==> src/sv/keypad_passcode_lock_top_defines.svh <==
// assertion macros for the keypad passcode lock
// expects clk and rst in the scope where a macro is used
`ifndef KEYPAD_PASSCODE_LOCK_TOP_DEFINES_SVH
`define KEYPAD_PASSCODE_LOCK_TOP_DEFINES_SVH

// antecedent holds in this cycle, consequent in the same cycle
`define KPL_ASSERT_IMPLY(label, ante, cons, msg) \
  label: assert property (@(posedge clk) disable iff (rst) (ante) |-> (cons)) \
    else $error(msg);

// antecedent holds in this cycle, consequent in the next cycle
`define KPL_ASSERT_NEXT(label, ante, cons, msg) \
  label: assert property (@(posedge clk) disable iff (rst) (ante) |=> (cons)) \
    else $error(msg);

`endif

==> src/sv/kpl_pkg.sv <==
// shared types and constants for the keypad passcode lock
// no dependencies
`timescale 1ns / 1ps

package kpl_pkg;

  localparam int KEY_W       = 4;
  localparam int LINES_W     = 4;
  localparam int STATUS_W    = 3;
  localparam int ECOUNT_W    = 5;
  localparam int CFG_IDX_W   = 2;
  localparam int CFG_DATA_W  = 64;
  localparam int PASS_LOW_W  = 64;
  localparam int PASS_HIGH_W = 16;
  localparam int PASS_LEN_W  = 5;

  // passcode register holds this many digit positions
  localparam int PASS_POSITIONS = 20;

  localparam int MAX_DIGITS_DEF  = 20;
  localparam int QUEUE_DEPTH_DEF = 2;

  localparam logic [KEY_W-1:0] KEY_STAR  = 4'd12;
  localparam logic [KEY_W-1:0] KEY_POUND = 4'd14;

  localparam logic [PASS_LOW_W-1:0]  PASS_LOW_RST  = 64'd12005904;
  localparam logic [PASS_HIGH_W-1:0] PASS_HIGH_RST = 16'd0;
  localparam logic [PASS_LEN_W-1:0]  PASS_LEN_RST  = 5'd6;

  localparam logic [CFG_IDX_W-1:0] CFG_PASS_LOW  = 2'd0;
  localparam logic [CFG_IDX_W-1:0] CFG_PASS_HIGH = 2'd1;
  localparam logic [CFG_IDX_W-1:0] CFG_PASS_LEN  = 2'd2;

  typedef enum logic [1:0] {
    OP_STORE,
    OP_CLEAR,
    OP_CHECK
  } op_t;

  typedef enum logic [STATUS_W-1:0] {
    ST_STORED   = 3'd0,
    ST_CLEARED  = 3'd1,
    ST_MATCH    = 3'd2,
    ST_MISMATCH = 3'd3,
    ST_OVERFLOW = 3'd4
  } status_t;

  typedef struct packed {
    op_t              op;
    logic [KEY_W-1:0] key;
  } job_t;

  typedef struct packed {
    logic [PASS_HIGH_W-1:0] high;
    logic [PASS_LOW_W-1:0]  low;
    logic [PASS_LEN_W-1:0]  length;
  } passcode_t;

endpackage

==> src/sv/kpl_if.sv <==
// valid/ready channel interfaces for key presses and results
// depends on kpl_pkg
`timescale 1ns / 1ps

interface kpl_key_if;
  logic                        valid;
  logic                        ready;
  logic [kpl_pkg::LINES_W-1:0] column_lines;
  logic [kpl_pkg::LINES_W-1:0] row_lines;

  modport source (output valid, output column_lines, output row_lines, input ready);
  modport sink (input valid, input column_lines, input row_lines, output ready);
endinterface

interface kpl_result_if;
  logic                         valid;
  logic                         ready;
  logic [kpl_pkg::STATUS_W-1:0] status;
  logic [kpl_pkg::KEY_W-1:0]    key_index;
  logic [kpl_pkg::ECOUNT_W-1:0] entered_count;

  modport source (output valid, output status, output key_index, output entered_count,
                  input ready);
  modport sink (input valid, input status, input key_index, input entered_count,
                output ready);
endinterface

==> src/sv/keypad_passcode_lock_top.sv <==
// keypad passcode lock: key beats pass the job queue and the result register;
// throughput one key beat per cycle while results drain, set by the back end compare
// the two-entry job queue and the result register let input and output stall apart
// reset (rst, synchronous, active high) empties the queue and the entry, drops any
// pending result and loads the passcode registers with their reset values
// depends on kpl_pkg, kpl_if, kpl_front, kpl_fifo and kpl_back
`timescale 1ns / 1ps

module keypad_passcode_lock_top #(
  parameter int MAX_DIGITS  = kpl_pkg::MAX_DIGITS_DEF,
  parameter int QUEUE_DEPTH = kpl_pkg::QUEUE_DEPTH_DEF
) (
  input  logic                           clk,
  input  logic                           rst,
  kpl_key_if.sink                        keys,
  kpl_result_if.source                   result,
  input  logic                           cfg_wr_en,
  input  logic [kpl_pkg::CFG_IDX_W-1:0]  cfg_index,
  input  logic [kpl_pkg::CFG_DATA_W-1:0] cfg_wdata
);
  import kpl_pkg::*;

  // passcode registers; the user writes them only while the lock is idle, unchecked
  passcode_t passcode;

  // front to queue
  job_t front_job;
  logic front_push;
  logic queue_full;

  // queue to back
  job_t queue_job;
  logic queue_not_empty;
  logic back_pop;

  always_ff @(posedge clk) begin
    if (rst) begin
      passcode.low    <= PASS_LOW_RST;
      passcode.high   <= PASS_HIGH_RST;
      passcode.length <= PASS_LEN_RST;
    end else if (cfg_wr_en) begin
      case (cfg_index)
        CFG_PASS_LOW:  passcode.low    <= cfg_wdata[PASS_LOW_W-1:0];
        CFG_PASS_HIGH: passcode.high   <= cfg_wdata[PASS_HIGH_W-1:0];
        CFG_PASS_LEN:  passcode.length <= cfg_wdata[PASS_LEN_W-1:0];
        // unmapped index, write is ignored
        default: passcode <= passcode;
      endcase
    end
  end

  // decode the matrix lines into a key index and sort the press into a job
  kpl_front u_front (
    .keys       (keys),
    .queue_full (queue_full),
    .push       (front_push),
    .job        (front_job)
  );

  // decoupling queue, the front keeps taking beats while a result waits
  kpl_fifo #(
    .DEPTH (QUEUE_DEPTH)
  ) u_queue (
    .clk       (clk),
    .rst       (rst),
    .push      (front_push),
    .push_data (front_job),
    .full      (queue_full),
    .pop       (back_pop),
    .pop_data  (queue_job),
    .not_empty (queue_not_empty)
  );

  // entry store, compare and result register
  kpl_back #(
    .MAX_DIGITS (MAX_DIGITS)
  ) u_back (
    .clk       (clk),
    .rst       (rst),
    .job       (queue_job),
    .job_valid (queue_not_empty),
    .job_pop   (back_pop),
    .passcode  (passcode),
    .result    (result)
  );

endmodule

==> src/sv/kpl_front.sv <==
// front end: takes key beats, decodes the key index and classifies the press
// depends on kpl_pkg and kpl_if
`timescale 1ns / 1ps

module kpl_front (
  kpl_key_if.sink         keys,
  input  logic            queue_full,
  output logic            push,
  output kpl_pkg::job_t   job
);
  import kpl_pkg::*;

  logic [1:0] col;
  logic [1:0] row;

  // first low line wins, none low gives zero
  always_comb begin
    col = 2'd0;
    for (int i = LINES_W - 1; i >= 0; i--) begin
      if (!keys.column_lines[i]) begin
        col = 2'(i);
      end
    end
    row = 2'd0;
    for (int i = LINES_W - 1; i >= 0; i--) begin
      if (!keys.row_lines[i]) begin
        row = 2'(i);
      end
    end
  end

  always_comb begin
    job.key = {row, col};
    case (job.key)
      KEY_STAR:  job.op = OP_CLEAR;
      KEY_POUND: job.op = OP_CHECK;
      default:   job.op = OP_STORE;
    endcase
  end

  assign keys.ready = !queue_full;
  assign push       = keys.valid && !queue_full;

endmodule

==> src/sv/kpl_fifo.sv <==
// short job queue between front and back
// depends on kpl_pkg
`timescale 1ns / 1ps

module kpl_fifo #(
  parameter int DEPTH = kpl_pkg::QUEUE_DEPTH_DEF
) (
  input  logic          clk,
  input  logic          rst,
  input  logic          push,
  input  kpl_pkg::job_t push_data,
  output logic          full,
  input  logic          pop,
  output kpl_pkg::job_t pop_data,
  output logic          not_empty
);
  import kpl_pkg::*;

  localparam int PW = (DEPTH > 1) ? $clog2(DEPTH) : 1;
  localparam int CW = $clog2(DEPTH + 1);

  job_t          slots [DEPTH];
  logic [PW-1:0] wr_ptr;
  logic [PW-1:0] rd_ptr;
  logic [CW-1:0] fill;

  logic do_push;
  logic do_pop;

  assign full      = fill == CW'(DEPTH);
  assign not_empty = fill != '0;
  assign do_push   = push && !full;
  assign do_pop    = pop && not_empty;
  assign pop_data  = slots[rd_ptr];

  always_ff @(posedge clk) begin
    if (rst) begin
      wr_ptr <= '0;
      rd_ptr <= '0;
      fill   <= '0;
    end else begin
      if (do_push) begin
        wr_ptr <= (wr_ptr == PW'(DEPTH - 1)) ? '0 : wr_ptr + 1'b1;
      end
      if (do_pop) begin
        rd_ptr <= (rd_ptr == PW'(DEPTH - 1)) ? '0 : rd_ptr + 1'b1;
      end
      case ({do_push, do_pop})
        2'b10:   fill <= fill + 1'b1;
        2'b01:   fill <= fill - 1'b1;
        default: fill <= fill;
      endcase
    end
  end

  always_ff @(posedge clk) begin
    if (do_push) begin
      slots[wr_ptr] <= push_data;
    end
  end

endmodule

==> src/sv/kpl_back.sv <==
// back end: keeps the entered digits, runs clear, store and compare,
// and holds the result register; depends on kpl_pkg, kpl_if and the defines
`timescale 1ns / 1ps
`include "keypad_passcode_lock_top_defines.svh"

module kpl_back #(
  parameter int MAX_DIGITS = kpl_pkg::MAX_DIGITS_DEF
) (
  input  logic               clk,
  input  logic               rst,
  input  kpl_pkg::job_t      job,
  input  logic               job_valid,
  output logic               job_pop,
  input  kpl_pkg::passcode_t passcode,
  kpl_result_if.source       result
);
  import kpl_pkg::*;

  localparam int CW  = $clog2(MAX_DIGITS + 1);
  localparam int LW  = (CW > PASS_LEN_W) ? CW : PASS_LEN_W;
  localparam int PAD = (MAX_DIGITS > PASS_POSITIONS) ? MAX_DIGITS : PASS_POSITIONS;

  logic [KEY_W-1:0]     digits [MAX_DIGITS];
  logic [CW-1:0]        count;
  logic [CW-1:0]        count_next;
  status_t              status_next;
  logic [4*PAD-1:0]     code_ext;
  logic                 digits_ok;
  logic                 len_ok;
  logic                 is_match;
  logic                 at_limit;
  logic                 store_en;

  assign at_limit = count == CW'(MAX_DIGITS);
  assign store_en = (job.op == OP_STORE) && !at_limit;
  assign job_pop  = job_valid && (!result.valid || result.ready);

  // held digits against passcode, only positions below the count
  always_comb begin
    code_ext  = (4*PAD)'({passcode.high, passcode.low});
    digits_ok = 1'b1;
    for (int i = 0; i < MAX_DIGITS; i++) begin
      if ((CW'(i) < count) && (digits[i] != code_ext[4*i +: KEY_W])) begin
        digits_ok = 1'b0;
      end
    end
  end

  assign len_ok   = (passcode.length <= PASS_LEN_W'(PASS_POSITIONS)) &&
                    (LW'(passcode.length) == LW'(count));
  assign is_match = len_ok && digits_ok;

  always_comb begin
    case (job.op)
      OP_CLEAR: begin
        count_next  = '0;
        status_next = ST_CLEARED;
      end
      OP_CHECK: begin
        count_next  = '0;
        status_next = is_match ? ST_MATCH : ST_MISMATCH;
      end
      OP_STORE: begin
        if (at_limit) begin
          count_next  = '0;
          status_next = ST_OVERFLOW;
        end else begin
          count_next  = count + 1'b1;
          status_next = ST_STORED;
        end
      end
      default: begin
        count_next  = count;
        status_next = ST_CLEARED;
      end
    endcase
  end

  always_ff @(posedge clk) begin
    if (rst) begin
      count        <= '0;
      result.valid <= 1'b0;
    end else begin
      if (job_pop) begin
        count        <= count_next;
        result.valid <= 1'b1;
      end else if (result.ready) begin
        result.valid <= 1'b0;
      end
    end
  end

  always_ff @(posedge clk) begin
    if (job_pop) begin
      result.status        <= status_next;
      result.key_index     <= job.key;
      result.entered_count <= ECOUNT_W'(count_next);
    end
    for (int i = 0; i < MAX_DIGITS; i++) begin
      if (job_pop && store_en && (count == CW'(i))) begin
        digits[i] <= job.key;
      end
    end
  end

  `KPL_ASSERT_IMPLY(a_count_bound, 1'b1, count <= CW'(MAX_DIGITS), "entry count past limit")
  `KPL_ASSERT_NEXT(a_store_step, job_pop && store_en, count == $past(count) + 1'b1, "store did not advance count")
  `KPL_ASSERT_NEXT(a_nonstore_empties, job_pop && (job.op != OP_STORE), count == '0, "clear or check kept digits")
  `KPL_ASSERT_NEXT(a_overflow_path, job_pop && (job.op == OP_STORE) && at_limit, (count == '0) && (result.status == ST_OVERFLOW), "overflow not reported")
  `KPL_ASSERT_IMPLY(a_match_cleared, result.valid && (result.status == ST_MATCH), result.entered_count == '0, "match left digits held")

endmodule

==> src/flat_wrapper.sv <==
// flat-port wrapper written by rule: the top's interface ports become plain ports
module keypad_passcode_lock_top_flat import kpl_pkg::*;
#(
  parameter int MAX_DIGITS  = kpl_pkg::MAX_DIGITS_DEF,
  parameter int QUEUE_DEPTH = kpl_pkg::QUEUE_DEPTH_DEF
)
  (clk, rst, cfg_wr_en, cfg_index, cfg_wdata, keys_valid, keys_column_lines, keys_row_lines, keys_ready, result_valid, result_status, result_key_index, result_entered_count, result_ready);
  kpl_key_if keys_i ();
  kpl_result_if result_i ();
  input  logic clk;
  input  logic rst;
  input  logic cfg_wr_en;
  input  logic [kpl_pkg::CFG_IDX_W-1:0] cfg_index;
  input  logic [kpl_pkg::CFG_DATA_W-1:0] cfg_wdata;
  input wire logic [$bits(keys_i.valid)-1:0] keys_valid;
  input wire logic [$bits(keys_i.column_lines)-1:0] keys_column_lines;
  input wire logic [$bits(keys_i.row_lines)-1:0] keys_row_lines;
  output wire logic [$bits(keys_i.ready)-1:0] keys_ready;
  output wire logic [$bits(result_i.valid)-1:0] result_valid;
  output wire logic [$bits(result_i.status)-1:0] result_status;
  output wire logic [$bits(result_i.key_index)-1:0] result_key_index;
  output wire logic [$bits(result_i.entered_count)-1:0] result_entered_count;
  input wire logic [$bits(result_i.ready)-1:0] result_ready;
  assign keys_i.valid = keys_valid;
  assign keys_i.column_lines = keys_column_lines;
  assign keys_i.row_lines = keys_row_lines;
  assign keys_ready = keys_i.ready;
  assign result_valid = result_i.valid;
  assign result_status = result_i.status;
  assign result_key_index = result_i.key_index;
  assign result_entered_count = result_i.entered_count;
  assign result_i.ready = result_ready;
  keypad_passcode_lock_top #(.MAX_DIGITS(MAX_DIGITS), .QUEUE_DEPTH(QUEUE_DEPTH)) u_core (.clk(clk), .rst(rst), .keys(keys_i), .result(result_i), .cfg_wr_en(cfg_wr_en), .cfg_index(cfg_index), .cfg_wdata(cfg_wdata));
endmodule
==> config.mk <==
export PLATFORM = sky130hd
export DESIGN_NAME = keypad_passcode_lock_top_flat
export DESIGN_NICKNAME = d
export VERILOG_FILES = /design/src/sv/kpl_pkg.sv /design/src/sv/kpl_if.sv /design/src/sv/keypad_passcode_lock_top.sv /design/src/sv/kpl_front.sv /design/src/sv/kpl_fifo.sv /design/src/sv/kpl_back.sv /design/src/flat_wrapper.sv
export VERILOG_INCLUDE_DIRS = /design/src /design/src/sv
export SDC_FILE = /design/constraint.sdc
export NUM_CORES = 1
export LEC_CHECK = 0
export ABC_AREA = 1
export BUFFER_PORTS_ARGS = -buffer_cell sky130_fd_sc_hd__buf_2
export CORE_MARGIN = 5
export CORE_UTILIZATION = 30
export CTS_BUF_LIST = sky130_fd_sc_hd__clkbuf_16
export CTS_CLUSTER_SIZE = 30
export DETAILED_ROUTE_END_ITERATION = 10
export GPL_ROUTABILITY_DRIVEN = 0
export SYNTH_ARGS = -nofsm -noshare
export SYNTH_HDL_FRONTEND = slang
export SYNTH_SLANG_ARGS = --single-unit
export TNS_END_PERCENT = 30
==> constraint.sdc <==
create_clock -name clk -period 2.66 [get_ports clk]
set_clock_uncertainty 0.15 [all_clocks]
set_input_delay 0.798 -clock clk [delete_from_list [all_inputs] [get_ports clk]]
set_output_delay 0.798 -clock clk [all_outputs]
set_load 0.02 [all_outputs]
After elaboration in Yosys (flattened, before gate mapping)
Memory sizes are Yosys's and may differ from the RTL's. A register that Yosys moved wholly into a read port is not among the register bits.
Cells that the tools add are included.
{"block": "word_totals", "reg_bits": 107, "ram_bits": 92, "output_inout_bits": 14, "memories": 2}
{"block": "classes", "addsub": 5, "n_lt_le_gt_ge": 21, "n_eq_ne": 50, "mux": 140, "reduce_logical": 81}
{"name": "u_core.u_back.digits", "depth": 20, "width": 4, "rd": 20, "rd_ports_with_merged_regs": 0, "wr": 1, "line_no": "kpl_back.sv:23", "source": "logic [KEY_W-1:0] digits [MAX_DIGITS];"}
{"name": "u_core.u_queue.slots", "depth": 2, "width": 6, "rd": 1, "rd_ports_with_merged_regs": 1, "wr": 1, "line_no": "kpl_fifo.sv:22", "source": "job_t slots [DEPTH];"}
{"operator": "$mux 5", "count": 20}
{"operator": "$mux 1", "count": 88}
{"operator": "$ne 4x4->1", "count": 20}
{"operator": "$mux 4", "count": 19}
{"operator": "$reduce_or 4->1", "count": 19}
{"operator": "$logic_and 1x1->1", "count": 48}
{"operator": "$eq 5x4->1 const B", "count": 8}
{"operator": "$lt 4x5->1 const A", "count": 8}
{"operator": "$eq 5x5->1 const B", "count": 5}
{"operator": "$eq 5x3->1 const B", "count": 4}
{"operator": "$lt 3x5->1 const A", "count": 4}
{"operator": "$lt 5x5->1 const A", "count": 4}
{"operator": "$mux 2", "count": 8}
{"operator": "$eq 5x2->1 const B", "count": 2}
{"operator": "$lt 1x5->1 const A", "count": 2}
{"operator": "$lt 2x5->1 const A", "count": 2}
{"operator": "$pmux 5 s2", "count": 1}
{"operator": "$eq 2x2->1 const B", "count": 4}
{"operator": "$eq 4x4->1 const B", "count": 2}
{"operator": "$pmux 2 s2", "count": 2}
{"operator": "$eq 2x1->1 const B", "count": 3}
{"operator": "$pmux 3 s2", "count": 1}
{"operator": "$reduce_and 2->1", "count": 3}
{"operator": "$reduce_bool 2->1", "count": 3}
{"operator": "other kinds (13)", "count": 17}

Logic depth before layout (Yosys ltp)
{"block": "depth", "word_depth": 27, "depth_mapped": 12, "depth_no_buf": 11}

Cells and area by module
A second synthesis with hierarchy kept.
{"block": "hier_totals", "hier_cells": 1272, "area_unflattened_um2": 9711.8}
{"module": "kpl_back", "instances": 1, "cells_per_inst": 661, "area_per_inst_um2": 5253.8}
{"module": "keypad_passcode_lock_top", "instances": 1, "cells_per_inst": 532, "area_per_inst_um2": 3661.0}
{"module": "kpl_fifo", "instances": 1, "cells_per_inst": 59, "area_per_inst_um2": 706.9}
{"module": "kpl_front", "instances": 1, "cells_per_inst": 20, "area_per_inst_um2": 90.1}

Least setup slack after synthesis
Ideal clock, no wire load.
{"block": "synth_path", "kind": "input to register", "from": "input port result_ready", "to": "memory u_core.u_back.digits[7][0] (netlist: u_core.u_back.digits[1][12]) (enable)", "setup_time_ns": 0.377, "arrival_time_ns": 2.034, "t_required_ns": 2.133, "setup_slack_ns": 0.099, "path_stages": 4, "n_path_buf": 0, "cell_sequence": "nor2_1 > a21oi_2 > nand2_4 > nor4_1"}
{"block": "synth_between", "elab_chain_len": 26, "elab_cells_between_ends": 120}
{"element": "start: declaration", "line_no": "flat_wrapper.sv:23", "source": "input wire logic [$bits(result_i.ready)-1:0] result_ready;"}
{"element": "$logic_or 1x1->1 (*)", "line_no": "kpl_back.sv:36", "source": "assign job_pop = job_valid && (!result.valid || result.ready);"}
{"element": "$logic_and 1x1->1 (*)", "line_no": "kpl_back.sv:36"}
{"element": "via u_core.back_pop", "line_no": "keypad_passcode_lock_top.sv:34", "source": "logic back_pop;"}
{"element": "$logic_and 1x1->1 (*)", "line_no": "kpl_back.sv:100", "source": "if (job_pop && store_en && (count == CW'(i))) begin"}
{"element": "$logic_and 1x1->1", "line_no": "kpl_back.sv:100"}
{"element": "$mux 1", "line_no": "kpl_back.sv:100"}
{"element": "$mux 1 (not written as such)", "line_no": "kpl_back.sv:101", "source": "digits[i] <= job.key;"}
{"element": "$reduce_or 4->1 (no line)"}
{"element": "$mux 5 (no line) or $mux 1 (tied branches) (19 in series)"}
{"element": "end: declaration", "line_no": "kpl_back.sv:23"}
The timed path passes the listed nets; every way through them passes the cells marked *.

Final worst setup path
{"block": "layout_path", "from": "register u_core.u_back.count[0]", "to": "memory u_core.u_back.digits[16][2] (netlist: u_core.u_back.digits[4][2]) (enable)"}
{"block": "layout_between", "elab_chain_len": 27, "elab_cells_between_ends": 141}
{"element": "start: declaration", "line_no": "kpl_back.sv:24", "source": "logic [CW-1:0] count;"}
{"element": "start signal: assignment", "line_no": "kpl_back.sv:85", "source": "count <= count_next;"}
{"element": "$eq 5x5->1", "line_no": "kpl_back.sv:34", "source": "assign at_limit = count == CW'(MAX_DIGITS);"}
{"element": "$logic_not 1->1", "line_no": "kpl_back.sv:35", "source": "assign store_en = (job.op == OP_STORE) && !at_limit;"}
{"element": "$logic_and 1x1->1", "line_no": "kpl_back.sv:35"}
{"element": "$logic_and 1x1->1 (2 in series)", "line_no": "kpl_back.sv:100"}
{"element": "$mux 1", "line_no": "kpl_back.sv:100"}
{"element": "$mux 1 (not written as such)", "line_no": "kpl_back.sv:101"}
{"element": "$reduce_or 4->1 (no line)"}
{"element": "$mux 5 (no line) or $mux 1 (tied branches) (19 in series)"}
Several ways; a longest one is shown, not always the timed one.

==> flow_summary.html <==
<table>
<tr><th>Metric</th><th>Value</th></tr>
<tr><th colspan="2">STA</th></tr>
<tr><td>Slew at the pin closest to its max-slew limit</td><td>663 ps</td></tr>
<tr><td>Period minus WS final</td><td>2330 ps</td></tr>
<tr><td>Portion of the clock cycle consumed by the worst path in the final layout</td><td>0.877</td></tr>
<tr><td>Total count of max-transition violations in the final report</td><td>0</td></tr>
<tr><td>Count of endpoints failing setup in the final report</td><td>0</td></tr>
<tr><td>Maximum clock frequency</td><td>429 MHz</td></tr>
<tr><td>Total negative setup slack</td><td>0 ps</td></tr>
<tr><td>Worst-case hold slack</td><td>319 ps</td></tr>
<tr><td>Headroom to the max-slew limit</td><td>0.558</td></tr>
<tr><td>Unrepaired setup endpoints after global routing</td><td>no</td></tr>
<tr><td>Number of hold-slack violations in the final timing report</td><td>0</td></tr>
<tr><th colspan="2">Placed design</th></tr>
<tr><td>IO buf count</td><td>92</td></tr>
<tr><td>Placement Cell Area</td><td>9710 um2</td></tr>
<tr><td>Detailed Place HPWL</td><td>14.5 mm</td></tr>
<tr><th colspan="2">Cells and area</th></tr>
<tr><td>Share of the core filled with cells in the final layout</td><td>0.360</td></tr>
<tr><td>Net count, final</td><td>1216</td></tr>
<tr><td>Area added between synthesis and finish</td><td>18.7%</td></tr>
<tr><td>Most common cell after layout, fill and taps aside</td><td>sky130_fd_sc_hd__nand2_1</td></tr>
<tr><td>Fraction of final layout cells with drive strength greater than 1</td><td>0.147</td></tr>
<tr><td>Storage element area</td><td>5040 um2</td></tr>
<tr><td>Area of all placed cells without fillers</td><td>10300 um2</td></tr>
<tr><td>Multi-input gate area in the final layout</td><td>3030 um2</td></tr>
<tr><td>Total inserted antenna cells</td><td>0</td></tr>
<tr><td>Most frequent cells in the layout</td><td>sky130_fd_sc_hd__nand2_1, sky130_fd_sc_hd__nor2_1, sky130_fd_sc_hd__inv_1</td></tr>
<tr><td>Filler cells</td><td>2903</td></tr>
<tr><th colspan="2">Worst setup path</th></tr>
<tr><td>Origin of the critical flop-to-flop path</td><td>u_core.u_back.count[0]$_SDFFE_PP0P_</td></tr>
<tr><td>Category of the worst setup path capture point</td><td>register</td></tr>
<tr><td>Arrival @ worst endpoint</td><td>2270 ps</td></tr>
<tr><td>Crit-path leading delay family</td><td>simple AND/OR/NAND/NOR gates</td></tr>
<tr><td>Library cell contributing the largest single delay on the critical path</td><td>sky130_fd_sc_hd__dfxtp_1</td></tr>
<tr><td>Count of buffering cells on the critical path with inverters included</td><td>3</td></tr>
<tr><td>Flop2flop setup slack</td><td>330 ps</td></tr>
<tr><td>Critical register-to-register path endpoint</td><td>u_core.u_back.digits[4][2]$_DFFE_PP_</td></tr>
<tr><td>Setup crit start kind</td><td>register</td></tr>
<tr><td>Crit path kind</td><td>register to register</td></tr>
<tr><td>Worst Path Required</td><td>2590 ps</td></tr>
<tr><td>Number of cell instances on the worst register-to-register path</td><td>9</td></tr>
<tr><td>Cell repeated most along the worst path</td><td>sky130_fd_sc_hd__inv_2</td></tr>
<tr><td>Cells traversed along the worst timing path</td><td>inv_2 -&gt; ha_1 -&gt; inv_1 -&gt; nor3_1 -&gt; nor2_4 -&gt; nand2_4 -&gt; inv_2 -&gt; nand2_2 -&gt; nor3_2</td></tr>
<tr><td>Maximum net fanout on the critical path</td><td>9</td></tr>
<tr><td>Maximum cell stage delay along the critical path</td><td>550 ps</td></tr>
<tr><th colspan="2">Global route</th></tr>
<tr><td>Global routing usage summed across all routing layers</td><td>0.129</td></tr>
<tr><td>Congestion Overflow GR</td><td>0</td></tr>
<tr><td>Via count of the first global-routing pass</td><td>6440</td></tr>
<tr><td>Global-route wire length before repair</td><td>33.5 mm</td></tr>
<tr><td>Antenna violations before repair</td><td>1</td></tr>
<tr><td>Maximum number of pins on one net before global-route repair</td><td>86</td></tr>
<tr><th colspan="2">Detailed routing</th></tr>
<tr><td>Antenna-violating nets left</td><td>0</td></tr>
<tr><td>DRC Markers</td><td>0</td></tr>
<tr><td>Post-detailed-route wirelength per cell</td><td>13.6 um</td></tr>
<tr><td>First-pass iteration count of the detailed router</td><td>4</td></tr>
<tr><td>Final routed wirelength across all metal layers</td><td>20.9 mm</td></tr>
<tr><td>Via count</td><td>6661</td></tr>
<tr><td>DRC violation total after the first TritonRoute iteration</td><td>465</td></tr>
<tr><td>Drt via density</td><td>4.35</td></tr>
<tr><th colspan="2">Die</th></tr>
<tr><td>Die height</td><td>180 um</td></tr>
<tr><td>Die width</td><td>180 um</td></tr>
<tr><td>Area of the core</td><td>28600 um2</td></tr>
<tr><td>Overall die area</td><td>32400 um2</td></tr>
<tr><td>Top-level I/O count</td><td>93</td></tr>
<tr><td>Starting utilization of the core area</td><td>0.303</td></tr>
<tr><td>Site row count</td><td>62</td></tr>
<tr><th colspan="2">Clock network</th></tr>
<tr><td>Buffers from clock root to sink, at most</td><td>2</td></tr>
<tr><td>Setup bufs post-CTS</td><td>0</td></tr>
<tr><td>CTS sink count</td><td>200</td></tr>
<tr><td>Clock Latency Late Sink</td><td>420 ps</td></tr>
<tr><td>Total number of H-tree levels</td><td>4</td></tr>
<tr><td>Number of clock buffers inserted by TritonCTS</td><td>17</td></tr>
<tr><td>Clk slew on worst S/H paths</td><td>70 ps</td></tr>
<tr><td>Clock tree from TritonCTS</td><td>done</td></tr>
<tr><td>Hold buffers post-CTS</td><td>0</td></tr>
<tr><td>Master cell of the clock root buffer</td><td>sky130_fd_sc_hd__clkbuf_16</td></tr>
<tr><td>Count of instances resized after the clock tree is built</td><td>0</td></tr>
<tr><th colspan="2">Logic synthesis</th></tr>
<tr><td>Synth Net Count</td><td>1112</td></tr>
<tr><td>Distinct cells, synth</td><td>32</td></tr>
<tr><td>Area of the mapped netlist</td><td>8670 um2</td></tr>
<tr><td>Share of the yosys chip area belonging to registers</td><td>0.582</td></tr>
<tr><td>Flip-flop and latch count after synthesis</td><td>200</td></tr>
<tr><td>Average cell area after synthesis</td><td>8.43 um2</td></tr>
<tr><td>Post-Syn Instances</td><td>1029</td></tr>
<tr><td>Number of warnings printed during yosys synthesis</td><td>0</td></tr>
<tr><th colspan="2">Flow run</th></tr>
<tr><td>Count of max-cap constraint violations</td><td>0</td></tr>
<tr><th colspan="2">Min path</th></tr>
<tr><td>Path category of the worst min-delay check</td><td>register to register</td></tr>
<tr><td>Hold path cells</td><td>2</td></tr>
<tr><td>Worst Hold End</td><td>u_core.passcode[47]$_SDFFE_PP0P_</td></tr>
<tr><td>HP Start</td><td>u_core.passcode[47]$_SDFFE_PP0P_</td></tr>
<tr><th colspan="2">Power</th></tr>
<tr><td>Maximum ir drop on the vdd rail</td><td>0.000455 V</td></tr>
<tr><td>Pwr per Cell Area</td><td>863 nW/um2</td></tr>
<tr><td>Static Leakage</td><td>4.64 nW</td></tr>
<tr><th colspan="2">Outcome</th></tr>
<tr><td>Status</td><td>completed</td></tr>
</table>
[tightest hold or removal path, stage by stage (launching register included)]
cell and delay, ps:
sky130_fd_sc_hd__dfxtp_1 310, sky130_fd_sc_hd__inv_1 60, sky130_fd_sc_hd__a21oi_1 50
[synth_stat cells (all sizes together)]
library cell  instances  area share
o22ai                 3      0.0036
ha                    4      0.0058
buf                   3      0.0017
nand4                 3      0.0022
dfxtp                96        0.22
edfxtp              104        0.36
inv                 126       0.055
o211ai                4      0.0035
nand3                17       0.010
nand2               237        0.10
nor4                  4      0.0029
a21boi                1     0.00087
a211oi                1     0.00087
or2                   1     0.00072
xor2                 20       0.020
xnor2                 8      0.0081
clkbuf               29       0.013
nor2                215       0.094
a21oi                47       0.028
clkinv                1     0.00043
o21ai                90       0.052
nor3                 15       0.012
[where the power goes]
group          internal (mW)  switching [mW]
Clock                   1.42            1.11
Combinational          0.713            1.66
Sequential              3.77           0.217
Total                   5.90            2.99
[through the flow]
stage | power [mW] | setup WS [ps] | cells
4_1_cts | 8.97 | 318 | 1530
5_1_grt | 9.42 | 133 | 1530
3_3_place_gp | 6.42 | 362 | 1498
2_1_floorplan | 5.47 | 99.2 | 1029
3_5_place_dp | 6.42 | 340 | 1498
6_report | 8.88 | 328 | 1530
[how the worst max path moves through the flow]
stage | startpoint | end | slack, ps | cells after the start
finish | u_core.u_back.count[0]$_SDFFE_PP0P_ | u_core.u_back.digits[4][2]$_DFFE_PP_ | 330 | 9
global route | u_core.u_back.count[0]$_SDFFE_PP0P_ | u_core.u_back.digits[2][7]$_DFFE_PP_ | 130 | 9
CTS | u_core.u_back.count[0]$_SDFFE_PP0P_ | u_core.u_back.digits[2][7]$_DFFE_PP_ | 320 | 9
detailed placement | result_ready | u_core.u_back.digits[2][7]$_DFFE_PP_ | 340 | 7
global placement | result_ready | u_core.u_back.digits[0][4]$_DFFE_PP_ | 360 | 7
floorplan | result_ready | u_core.u_back.digits[1][12]$_DFFE_PP_ | 100 | 4
[cell type report]
class,instances,share of cell area
clock buffers,21,0.0510
clock inverters,11,0.00620
inverters,127,0.0463
multi-input cells,670,0.295
flip-flops and latches,200,0.490
well taps,384,0.0467
repair buffers,117,0.0654
[registers in the layout (all words and copies together), names as in the netlist, named ones only]
register and count:
u_core.passcode 85, u_core.u_back.digits 80, u_core.u_queue.slots 12, u_core.u_back.count 5
u_core.u_back.result.entered_count 5, u_core.u_back.result.key_index 4, u_core.u_back.result.status 3, u_core.u_queue.fill 2
u_core.u_back.result.valid 1, u_core.u_queue.rd_ptr 1, u_core.u_queue.wr_ptr 1
[per-layer routing]
metal | share of wire | vias up | track usage | wire [um]
met5 | 0.00062 | - | 0 | 13
met4 | 0.0071 | 2 | 0.0290 | 148
met3 | 0.041 | 13 | 0.0291 | 857
met2 | 0.49 | 118 | 0.220 | 10200
met1 | 0.46 | 3057 | 0.169 | 9610
li1 | - | 3471 | - | -
[logic make-up (layout without fill, tap and decap cells)]
logic type,Yosys count,after routing,synth area share
buf+inv,159,276,0.0693
flops,200,200,0.582
fa+ha+maj,4,4,0.00577
xor+xnor,28,28,0.0283
compound gates,146,146,0.0887
simple gates,492,492,0.226
(Power assumes the default switching activity.)
